File: src/rtl/core/crbf_pkg.sv
// Package for the credit-reserved batch FIFO: operation and status codes,
// configuration register indexes, fixed widths and the sequencer state type.
// Depends on nothing; credit_reserved_batch_fifo imports it.
package crbf_pkg;

  // Operation codes carried by the opcode field.
  localparam logic [2:0] OP_RESERVE       = 3'd0;
  localparam logic [2:0] OP_QUERY         = 3'd1;
  localparam logic [2:0] OP_PUSH_RESERVED = 3'd2;
  localparam logic [2:0] OP_PUSH_UNBOUND  = 3'd3;
  localparam logic [2:0] OP_POP_BATCH     = 3'd4;

  // Result status codes.
  localparam logic [1:0] ST_OK    = 2'd0;
  localparam logic [1:0] ST_NOCAP = 2'd1;
  localparam logic [1:0] ST_FULL  = 2'd2;
  localparam logic [1:0] ST_EMPTY = 2'd3;

  // Configuration register indexes.
  localparam int unsigned CFG_INDEX_W = 1;
  localparam logic [CFG_INDEX_W-1:0] CFG_KEY_CAPACITY    = 1'd0;
  localparam logic [CFG_INDEX_W-1:0] CFG_BATCH_KEY_LIMIT = 1'd1;

  // Field and accumulator widths fixed by the interface.
  localparam int unsigned CFG_W         = 32;
  localparam int unsigned KEY_FIELD_W   = 16;
  localparam int unsigned PAYLOAD_FIELD_W = 64;
  localparam int unsigned TAKEN_OUT_W   = 21;
  localparam int unsigned TOTAL_W       = 40;
  // Taken keys stay below the 32-bit limit until the last add of a batch.
  localparam int unsigned TAKEN_W       = CFG_W + 1;

  localparam logic [CFG_W-1:0] KEY_CAPACITY_RESET    = 32'd1024;
  localparam logic [CFG_W-1:0] BATCH_KEY_LIMIT_RESET = 32'd256;

  typedef enum logic [1:0] {
    S_IDLE = 2'b01,
    S_POP  = 2'b10
  } state_t;

endpackage

File: src/rtl/core/crbf_store.sv
// Entry storage of the credit-reserved batch FIFO: payload and key arrays
// with one write port and one registered read port.
// Depends on nothing outside this file.
module crbf_store #(
  parameter int unsigned DEPTH     = 32,
  parameter int unsigned PAYLOAD_W = 64,
  parameter int unsigned KEY_W     = 16
) (
  input  logic                     clk,
  input  logic                     wr_en,
  input  logic [$clog2(DEPTH)-1:0] wr_addr,
  input  logic [PAYLOAD_W-1:0]     wr_payload,
  input  logic [KEY_W-1:0]         wr_keys,
  input  logic [$clog2(DEPTH)-1:0] rd_addr,
  output logic [PAYLOAD_W-1:0]     rd_payload,
  output logic [KEY_W-1:0]         rd_keys
);

  logic [PAYLOAD_W-1:0] payload_mem [DEPTH];
  logic [KEY_W-1:0]     key_mem     [DEPTH];

  always_ff @(posedge clk) begin
    if (wr_en) begin
      payload_mem[wr_addr] <= wr_payload;
      key_mem[wr_addr]     <= wr_keys;
    end
  end

  // Read-before-write: a read of the entry being written returns old data.
  always_ff @(posedge clk) begin
    rd_payload <= payload_mem[rd_addr];
    rd_keys    <= key_mem[rd_addr];
  end

endmodule

File: src/rtl/core/credit_reserved_batch_fifo.sv
// Top level of the credit-reserved batch FIFO: admission control, FIFO
// pointers, the batch-pop sequencer and the output register.
// Depends on crbf_pkg and crbf_store.

// Usage notes. The block keeps a FIFO of payload words, each tagged with a
// key count, and a 40-bit reserved-key total used for admission. Reserve,
// query and both push operations each produce one result beat. A batch pop
// first starts, which issues the first read of the entry memory through its
// single registered read port, and then delivers one item beat per cycle
// while out_stall is low. A pop of an empty FIFO, or with a batch limit of
// zero, answers with a single beat. The block works on one input at a time:
// while a pop is streaming, in_stall stays high. A result beat waits in the
// output register while out_stall is high, and the next input is accepted in
// the same cycle the waiting beat is taken. Configuration registers may be
// written whenever the block is idle.
module credit_reserved_batch_fifo #(
  parameter int unsigned FIFO_DEPTH    = 32,
  parameter int unsigned PAYLOAD_WIDTH = 64,
  parameter int unsigned KEY_WIDTH     = 16
) (
  input  logic                              clk,
  input  logic                              rst,
  // Configuration write port.
  input  logic                              cfg_write,
  input  logic [crbf_pkg::CFG_INDEX_W-1:0]  cfg_index,
  input  logic [crbf_pkg::CFG_W-1:0]        cfg_data,
  // Input channel.
  input  logic                              in_valid,
  output logic                              in_stall,
  input  logic [2:0]                        opcode,
  input  logic [crbf_pkg::KEY_FIELD_W-1:0]  item_keys,
  input  logic                              allow_oversized,
  input  logic [crbf_pkg::PAYLOAD_FIELD_W-1:0] item_payload,
  // Output channel.
  output logic                              out_valid,
  input  logic                              out_stall,
  output logic [1:0]                        status,
  output logic                              item_valid,
  output logic [crbf_pkg::PAYLOAD_FIELD_W-1:0] out_payload,
  output logic [crbf_pkg::KEY_FIELD_W-1:0]  out_keys,
  output logic [crbf_pkg::TAKEN_OUT_W-1:0]  taken_keys,
  output logic                              last
);

  import crbf_pkg::*;

  // Keys are limited both by the 16-bit field and by KEY_WIDTH.
  localparam int unsigned KW    = (KEY_WIDTH < KEY_FIELD_W) ? KEY_WIDTH : KEY_FIELD_W;
  localparam int unsigned PW    = PAYLOAD_WIDTH;
  localparam int unsigned PTR_W = $clog2(FIFO_DEPTH);
  localparam int unsigned CNT_W = $clog2(FIFO_DEPTH + 1);

  // Control state.
  state_t             state, state_next;
  logic [PTR_W-1:0]   read_pointer, read_pointer_next;
  logic [PTR_W-1:0]   write_pointer, write_pointer_next;
  logic [CNT_W-1:0]   entry_count, entry_count_next;
  logic [TOTAL_W-1:0] reserved_total, reserved_total_next;
  logic [TAKEN_W-1:0] taken, taken_next;
  logic [CFG_W-1:0]   key_capacity, batch_key_limit;
  logic               out_valid_next;

  // Result beat being loaded into the output register.
  logic               load;
  logic [1:0]         status_next;
  logic               item_valid_next;
  logic [PAYLOAD_FIELD_W-1:0] out_payload_next;
  logic [KEY_FIELD_W-1:0]     out_keys_next;
  logic [TAKEN_OUT_W-1:0]     taken_keys_next;
  logic               last_next;

  // Memory ports.
  logic               wr_en;
  logic [PTR_W-1:0]   rd_addr;
  logic [PW-1:0]      rd_payload;
  logic [KW-1:0]      rd_keys;

  // Datapath helpers.
  logic               out_free, accept, pop_fire, fifo_full, more;
  logic [KW-1:0]      keys_in;
  logic [CFG_W-1:0]   keys_cfg, room;
  logic               fits;
  logic [TOTAL_W:0]   total_sum;
  logic [TOTAL_W-1:0] total_sat, taken_total;
  logic [TAKEN_W-1:0] taken_sum;
  logic [CNT_W-1:0]   count_dec;
  logic [PTR_W-1:0]   read_pointer_inc, write_pointer_inc;

  crbf_store #(
    .DEPTH     (FIFO_DEPTH),
    .PAYLOAD_W (PW),
    .KEY_W     (KW)
  ) u_store (
    .clk        (clk),
    .wr_en      (wr_en),
    .wr_addr    (write_pointer),
    .wr_payload (item_payload[PW-1:0]),
    .wr_keys    (keys_in),
    .rd_addr    (rd_addr),
    .rd_payload (rd_payload),
    .rd_keys    (rd_keys)
  );

  // The output register is free when empty or when its beat leaves now.
  assign out_free = !out_valid || !out_stall;
  assign in_stall = !((state == S_IDLE) && out_free);
  assign accept   = in_valid && !in_stall;
  assign pop_fire = (state == S_POP) && out_free;

  assign fifo_full = (entry_count == CNT_W'(FIFO_DEPTH));
  assign read_pointer_inc  = (read_pointer == PTR_W'(FIFO_DEPTH - 1)) ?
                             '0 : read_pointer + 1'b1;
  assign write_pointer_inc = (write_pointer == PTR_W'(FIFO_DEPTH - 1)) ?
                             '0 : write_pointer + 1'b1;

  // Admission test: an item above the capacity only gets in alone, and
  // only when allowed; otherwise the total must fit under capacity - keys.
  assign keys_in  = item_keys[KW-1:0];
  assign keys_cfg = CFG_W'(keys_in);
  assign room     = key_capacity - keys_cfg;
  assign fits     = (keys_cfg > key_capacity) ?
                    (allow_oversized && (reserved_total == '0)) :
                    (reserved_total <= TOTAL_W'(room));

  // Saturating add of the item's keys to the reserved total.
  assign total_sum = {1'b0, reserved_total} + (TOTAL_W + 1)'(keys_in);
  assign total_sat = total_sum[TOTAL_W] ? '1 : total_sum[TOTAL_W-1:0];

  // Pop step: the entry at read_pointer was read in the previous cycle.
  // The same address is read again every cycle the beat is stalled, so the
  // read data stays valid. No push can land while a pop streams, and a push
  // accepted just before a pop is written before the pop's first read.
  assign taken_sum   = taken + TAKEN_W'(rd_keys);
  assign count_dec   = entry_count - 1'b1;
  assign more        = (count_dec != '0) && (taken_sum < TAKEN_W'(batch_key_limit));
  assign taken_total = TOTAL_W'(taken_sum);
  assign rd_addr     = pop_fire ? read_pointer_inc : read_pointer;

  always_comb begin
    state_next          = state;
    read_pointer_next   = read_pointer;
    write_pointer_next  = write_pointer;
    entry_count_next    = entry_count;
    reserved_total_next = reserved_total;
    taken_next          = taken;
    wr_en               = 1'b0;
    load                = 1'b0;
    status_next         = ST_OK;
    item_valid_next     = 1'b0;
    out_payload_next    = '0;
    out_keys_next       = '0;
    taken_keys_next     = '0;
    last_next           = 1'b1;

    if (accept) begin
      load = 1'b1;
      case (opcode)
        OP_RESERVE: begin
          if (fits) begin
            reserved_total_next = total_sat;
          end else begin
            status_next = ST_NOCAP;
          end
        end
        OP_QUERY: begin
          status_next = fits ? ST_OK : ST_NOCAP;
        end
        OP_PUSH_RESERVED, OP_PUSH_UNBOUND: begin
          if (fifo_full) begin
            status_next = ST_FULL;
          end else begin
            wr_en              = 1'b1;
            write_pointer_next = write_pointer_inc;
            entry_count_next   = entry_count + 1'b1;
            if (opcode == OP_PUSH_UNBOUND) begin
              reserved_total_next = total_sat;
            end
          end
        end
        OP_POP_BATCH: begin
          if (entry_count == '0) begin
            status_next = ST_EMPTY;
          end else if (batch_key_limit != '0) begin
            // The batch streams from the next cycle on.
            load       = 1'b0;
            taken_next = '0;
            state_next = S_POP;
          end
        end
        default: begin
          // Unknown operations answer ok and change nothing.
        end
      endcase
    end

    if (pop_fire) begin
      load                                 = 1'b1;
      item_valid_next                      = 1'b1;
      out_payload_next[PW-1:0]             = rd_payload;
      out_keys_next[KW-1:0]                = rd_keys;
      taken_keys_next                      = taken_sum[TAKEN_OUT_W-1:0];
      last_next                            = !more;
      read_pointer_next                    = read_pointer_inc;
      entry_count_next                     = count_dec;
      taken_next                           = taken_sum;
      if (!more) begin
        state_next          = S_IDLE;
        reserved_total_next = (reserved_total > taken_total) ?
                              reserved_total - taken_total : '0;
      end
    end

    if (load) begin
      out_valid_next = 1'b1;
    end else if (out_free) begin
      out_valid_next = 1'b0;
    end else begin
      out_valid_next = out_valid;
    end
  end

  always_ff @(posedge clk) begin
    if (rst) begin
      state           <= S_IDLE;
      read_pointer    <= '0;
      write_pointer   <= '0;
      entry_count     <= '0;
      reserved_total  <= '0;
      taken           <= '0;
      out_valid       <= 1'b0;
      key_capacity    <= KEY_CAPACITY_RESET;
      batch_key_limit <= BATCH_KEY_LIMIT_RESET;
    end else begin
      state          <= state_next;
      read_pointer   <= read_pointer_next;
      write_pointer  <= write_pointer_next;
      entry_count    <= entry_count_next;
      reserved_total <= reserved_total_next;
      taken          <= taken_next;
      out_valid      <= out_valid_next;
      if (cfg_write && (cfg_index == CFG_KEY_CAPACITY)) begin
        key_capacity <= cfg_data;
      end
      if (cfg_write && (cfg_index == CFG_BATCH_KEY_LIMIT)) begin
        batch_key_limit <= cfg_data;
      end
    end
  end

  // Result payload registers need no reset.
  always_ff @(posedge clk) begin
    if (load) begin
      status      <= status_next;
      item_valid  <= item_valid_next;
      out_payload <= out_payload_next;
      out_keys    <= out_keys_next;
      taken_keys  <= taken_keys_next;
      last        <= last_next;
    end
  end

endmodule
File: config.mk
export PLATFORM = sky130hd
export DESIGN_NAME = credit_reserved_batch_fifo
export DESIGN_NICKNAME = d
export VERILOG_FILES = /design/src/rtl/core/crbf_pkg.sv /design/src/rtl/core/crbf_store.sv /design/src/rtl/core/credit_reserved_batch_fifo.sv
export SDC_FILE = /design/constraint.sdc
export NUM_CORES = 2
export LEC_CHECK = 0
export ABC_AREA = 1
export BUFFER_PORTS_ARGS = -buffer_cell sky130_fd_sc_hd__buf_4
export CAP_MARGIN = 10
export CORE_ASPECT_RATIO = 1.1
export CORE_MARGIN = 5
export CORE_UTILIZATION = 36
export DETAILED_ROUTE_END_ITERATION = 12
export GPL_ROUTABILITY_DRIVEN = 0
export PLACE_DENSITY = 0.52
export RECOVER_POWER = 50
export SYNTH_ARGS = -nofsm -noshare
export SYNTH_HDL_FRONTEND = slang
export SYNTH_SLANG_ARGS = --single-unit
File: constraint.sdc
create_clock -name clk -period 17.42 [get_ports clk]
set_clock_uncertainty 0.15 [all_clocks]
set_input_delay 3.484 -clock clk [delete_from_list [all_inputs] [get_ports clk]]
set_output_delay 3.484 -clock clk [all_outputs]
set_load 0.005 [all_outputs]
==> results_dict.tcl <==
set metrics [dict create \
    tns_ns 0 \
    avgSynthCellArea_um2 11.8 \
    fin_cells 14952 \
    status "complete, but fails checks" \
    postCtsResizedCells 0 \
    grt_use_met2 0.343 \
    vias 82810 \
    synth_cell_types 63 \
    die_w_um 562 \
    fin_crit_sh 0.642 \
    synth_fp_nets 10496 \
    clock_path_buffers 4 \
    synth-warning-count 0 \
    drv_cap 20 \
    drc 0 \
    synth_edf_count 2665 \
    arrival_ns 11.63 \
    fin_crit_ns 11.18 \
    clk_pin_slew_ns 0.06 \
    post-dp-hpwl_um 199000 \
    initial_utilization 0.361 \
    die_h_um 618 \
    startpoint_type "primary input" \
    coreArea_um2 335000 \
    grt_antenna_before_repair 37 \
    holdBufCountCts 0 \
    async_reset_ff_frac 0 \
    worstSetupEndpointType "register" \
    seq_area_frac_synth 0.701 \
    final-hold-violation-count 0 \
    rsz0062_at_grt "false" \
    grt_pass1_wl_um 549000 \
    synth_area_um2 121000 \
    drive_gt1_frac 0.0801 \
    clk_latency_ns 0.92 \
    cp_slowest_cell "clkbuf_1" \
    maxSlewHeadroom -1.65 \
    area_growth_pct 13.2 \
    clock.fmax_mhz 89.4 \
    cp_top_family "buffers and inverters" \
    place_inst 14356 \
    finalPower_w 0.0149 \
    maxSlewViolCount 815 \
    cts_buffers 320 \
    grt_overflow 0 \
    failed_checks "max-capacitance violations, max-slew violations" \
    drt_iter0_drc 8107 \
    postCtsSetupBuffers 0 \
    grtUsageTotal 0.211 \
    cts_sinks 2901 \
    pin_count 229 \
    power_density_nw_per_um2 109 \
    critPathKind "primary input to register" \
    setup_viol 0 \
    vias_per_cell 5.54 \
    grtUsageMet3 0.0330 \
    worstPathCellList "clkbuf_4 > nand2_1 > nand2_1 > clkbuf_1 > clkbuf_1 > nand2_4 > buf_4 > buf_4" \
    h-tree-depth 5 \
    dieArea_um2 347000 \
    worst-slew-pin-transition_ns 3.98 \
    synthCells 10216 \
    met1_usage 0.286 \
    crit_buf_inv 5 \
    first_global_vias 79732 \
    first_pass_iters 7 \
    cts_tree "yes" \
    wl_per_cell_um 25.4 \
    drtAntennaViolNets 0 \
    hp-class "register to register" \
    clock_tree.root_cell "clkbuf_16" \
    power.leakage_nw 47.3 \
    port-buffer-count 228 \
    required_ns 17.86 \
    fin_nets 10571 \
    top_usage_layer "met2" \
    wl_um 380000 \
    synthFlopType "edfxtp_1" \
    critPathMaxStageDelay_ns 2.81 \
    placementRows 223 \
    worstPathMaxFanout 53 \
    grt_max_degree 244 \
    ys_seq_elements 2901 \
    ir_drop_uv 94.2 \
    worst-r2r-setup-slack_ns 8.56 \
]
-- cell usage after synthesis (all sizes together), types with 46 or more instances --
library cell,count,area share
nor3,50,0.0022
buf,236,0.010
nor2,2443,0.076
dfxtp,236,0.039
o21ai,1216,0.050
or2,95,0.0049
clkbuf,377,0.012
edfxtp,2665,0.66
nand3,153,0.0065
nand2,871,0.027
a21oi,237,0.0098
inv,438,0.014
ha,154,0.016
xor2,46,0.0034
o22ai,209,0.011
o32ai,533,0.039
-- through the flow --
| stage | setup slack [ns] | util | hold slack [ns] | area (µm²) |
|---|---|---|---|---|
| floorplan | 6.63 | - | 0.283 | 121000 |
| global placement | 8.52 | 0.379 | 0.312 | 127000 |
| detailed placement | 8.50 | 0.379 | 0.312 | 127000 |
| CTS | 9.46 | 0.410 | 0.324 | 137000 |
| global route | 5.89 | 0.409 | 0.346 | 137000 |
| finish | 6.24 | 0.409 | 0.322 | 137000 |
-- path summary, 6_finish.rpt --
path | start | endpoint | depth (start not counted)
worst max-delay path | out_stall | out_payload[35] | 8
worst min-delay path | taken[9] | taken[9] | 2
worst max register to register | state[0] | out_payload[35] | 7
worst min register to register | taken[9] | taken[9] | 2
-- layout by cell type, fill, tap and decap left out, drive strengths merged, types with 2 or more instances in the layout --
| master | Yosys | final |
|---|---|---|
| ha | 154 | 154 |
| clkinvlp | 0 | 14 |
| o211ai | 15 | 15 |
| nor3b | 2 | 2 |
| o31ai | 2 | 2 |
| and3 | 3 | 3 |
| o21ai | 1216 | 1216 |
| xnor2 | 33 | 33 |
| o21bai | 6 | 6 |
| o221ai | 31 | 31 |
| a31oi | 14 | 14 |
| a21boi | 7 | 7 |
| a21o | 8 | 8 |
| nand2 | 871 | 871 |
| nor3 | 50 | 50 |
| buf | 236 | 172 |
| o32ai | 533 | 533 |
| nor2 | 2443 | 2443 |
| o22ai | 209 | 209 |
| nand4 | 43 | 43 |
| mux2i | 28 | 28 |
| dfxtp | 236 | 236 |
| a211oi | 3 | 3 |
| clkbuf | 377 | 602 |
| a32oi | 3 | 3 |
| xor2 | 46 | 46 |
| bufinv | 0 | 26 |
| o21a | 12 | 12 |
| clkinv | 1 | 125 |
| edfxtp | 2665 | 2665 |
| o311ai | 3 | 3 |
| fa | 4 | 4 |
| nor4 | 30 | 30 |
| inv | 438 | 453 |
| nand3 | 153 | 153 |
| diode | 0 | 9 |
| nand3b | 2 | 2 |
| a21oi | 237 | 237 |
| or2 | 95 | 95 |
| a221oi | 2 | 2 |
-- power breakdown --
group | total [W] | switching, W | internal, W | leakage (nW)
combinational | 0.000427 | 0.000311 | 0.000116 | 16.2
clock | 0.00675 | 0.00286 | 0.00390 | 5.08
sequential | 0.00768 | 0.0000340 | 0.00765 | 26.0
total | 0.0149 | 0.00320 | 0.0117 | 47.3
-- kinds of logic (layout without fill, tap and decap cells) --
group | Yosys count | count (layout) | share of synthesized area
other | 0 | 9 | 0
AOI/OAI and AO/OA | 2304 | 2304 | 0.117
buffers and inverters | 1052 | 1392 | 0.0358
muxes | 28 | 28 | 0.00232
and+or+nand+nor | 3694 | 3694 | 0.121
DFF | 2901 | 2901 | 0.701
xor gates and xnor gates | 79 | 79 | 0.00579
adders and majority gates | 158 | 158 | 0.0166
-- registers in the layout, summed over array words and instances, names as in the netlist --
signal	count
batch_key_limit	32
entry_count	6
item_valid	1
key_capacity	32
last	1
out_keys	16
out_payload	64
out_valid	1
read_pointer	5
reserved_total	40
state	2
status	2
taken	33
taken_keys	21
u_store.key_mem	512
u_store.payload_mem	2048
u_store.rd_keys	16
u_store.rd_payload	64
write_pointer	5
-- area by class of cell --
cell class / count / area (µm²)
fill: 31519 / 198000
sequential: 2901 / 84800
multi-input combinational: 6263 / 32000
clock buffer: 408 / 8540
tap: 4387 / 5490
timing repair buffer: 366 / 2380
clock inverter: 179 / 1940
inverter: 439 / 1680
antenna: 9 / 22.5
-- metal layers --
metal  wire [µm]  part of all wire  up-vias
met4       14200             0.037       16
met1      163000              0.43    41879
met3       24900             0.066      721
li1            -                 -    37186
met5          93           0.00024        -
met2      178000              0.47     3008
-- worst reg2reg max path: stages (launching register included) --
cell and delay [ns]:
dfxtp_1 0.47, nor2_1 0.09, nand2_1 0.26, clkbuf_1 2.81, clkbuf_1 2.55, nand2_4 1.14, buf_4 0.63, buf_4 0.42
No activity file was read; power rests on OpenSTA's default activity.
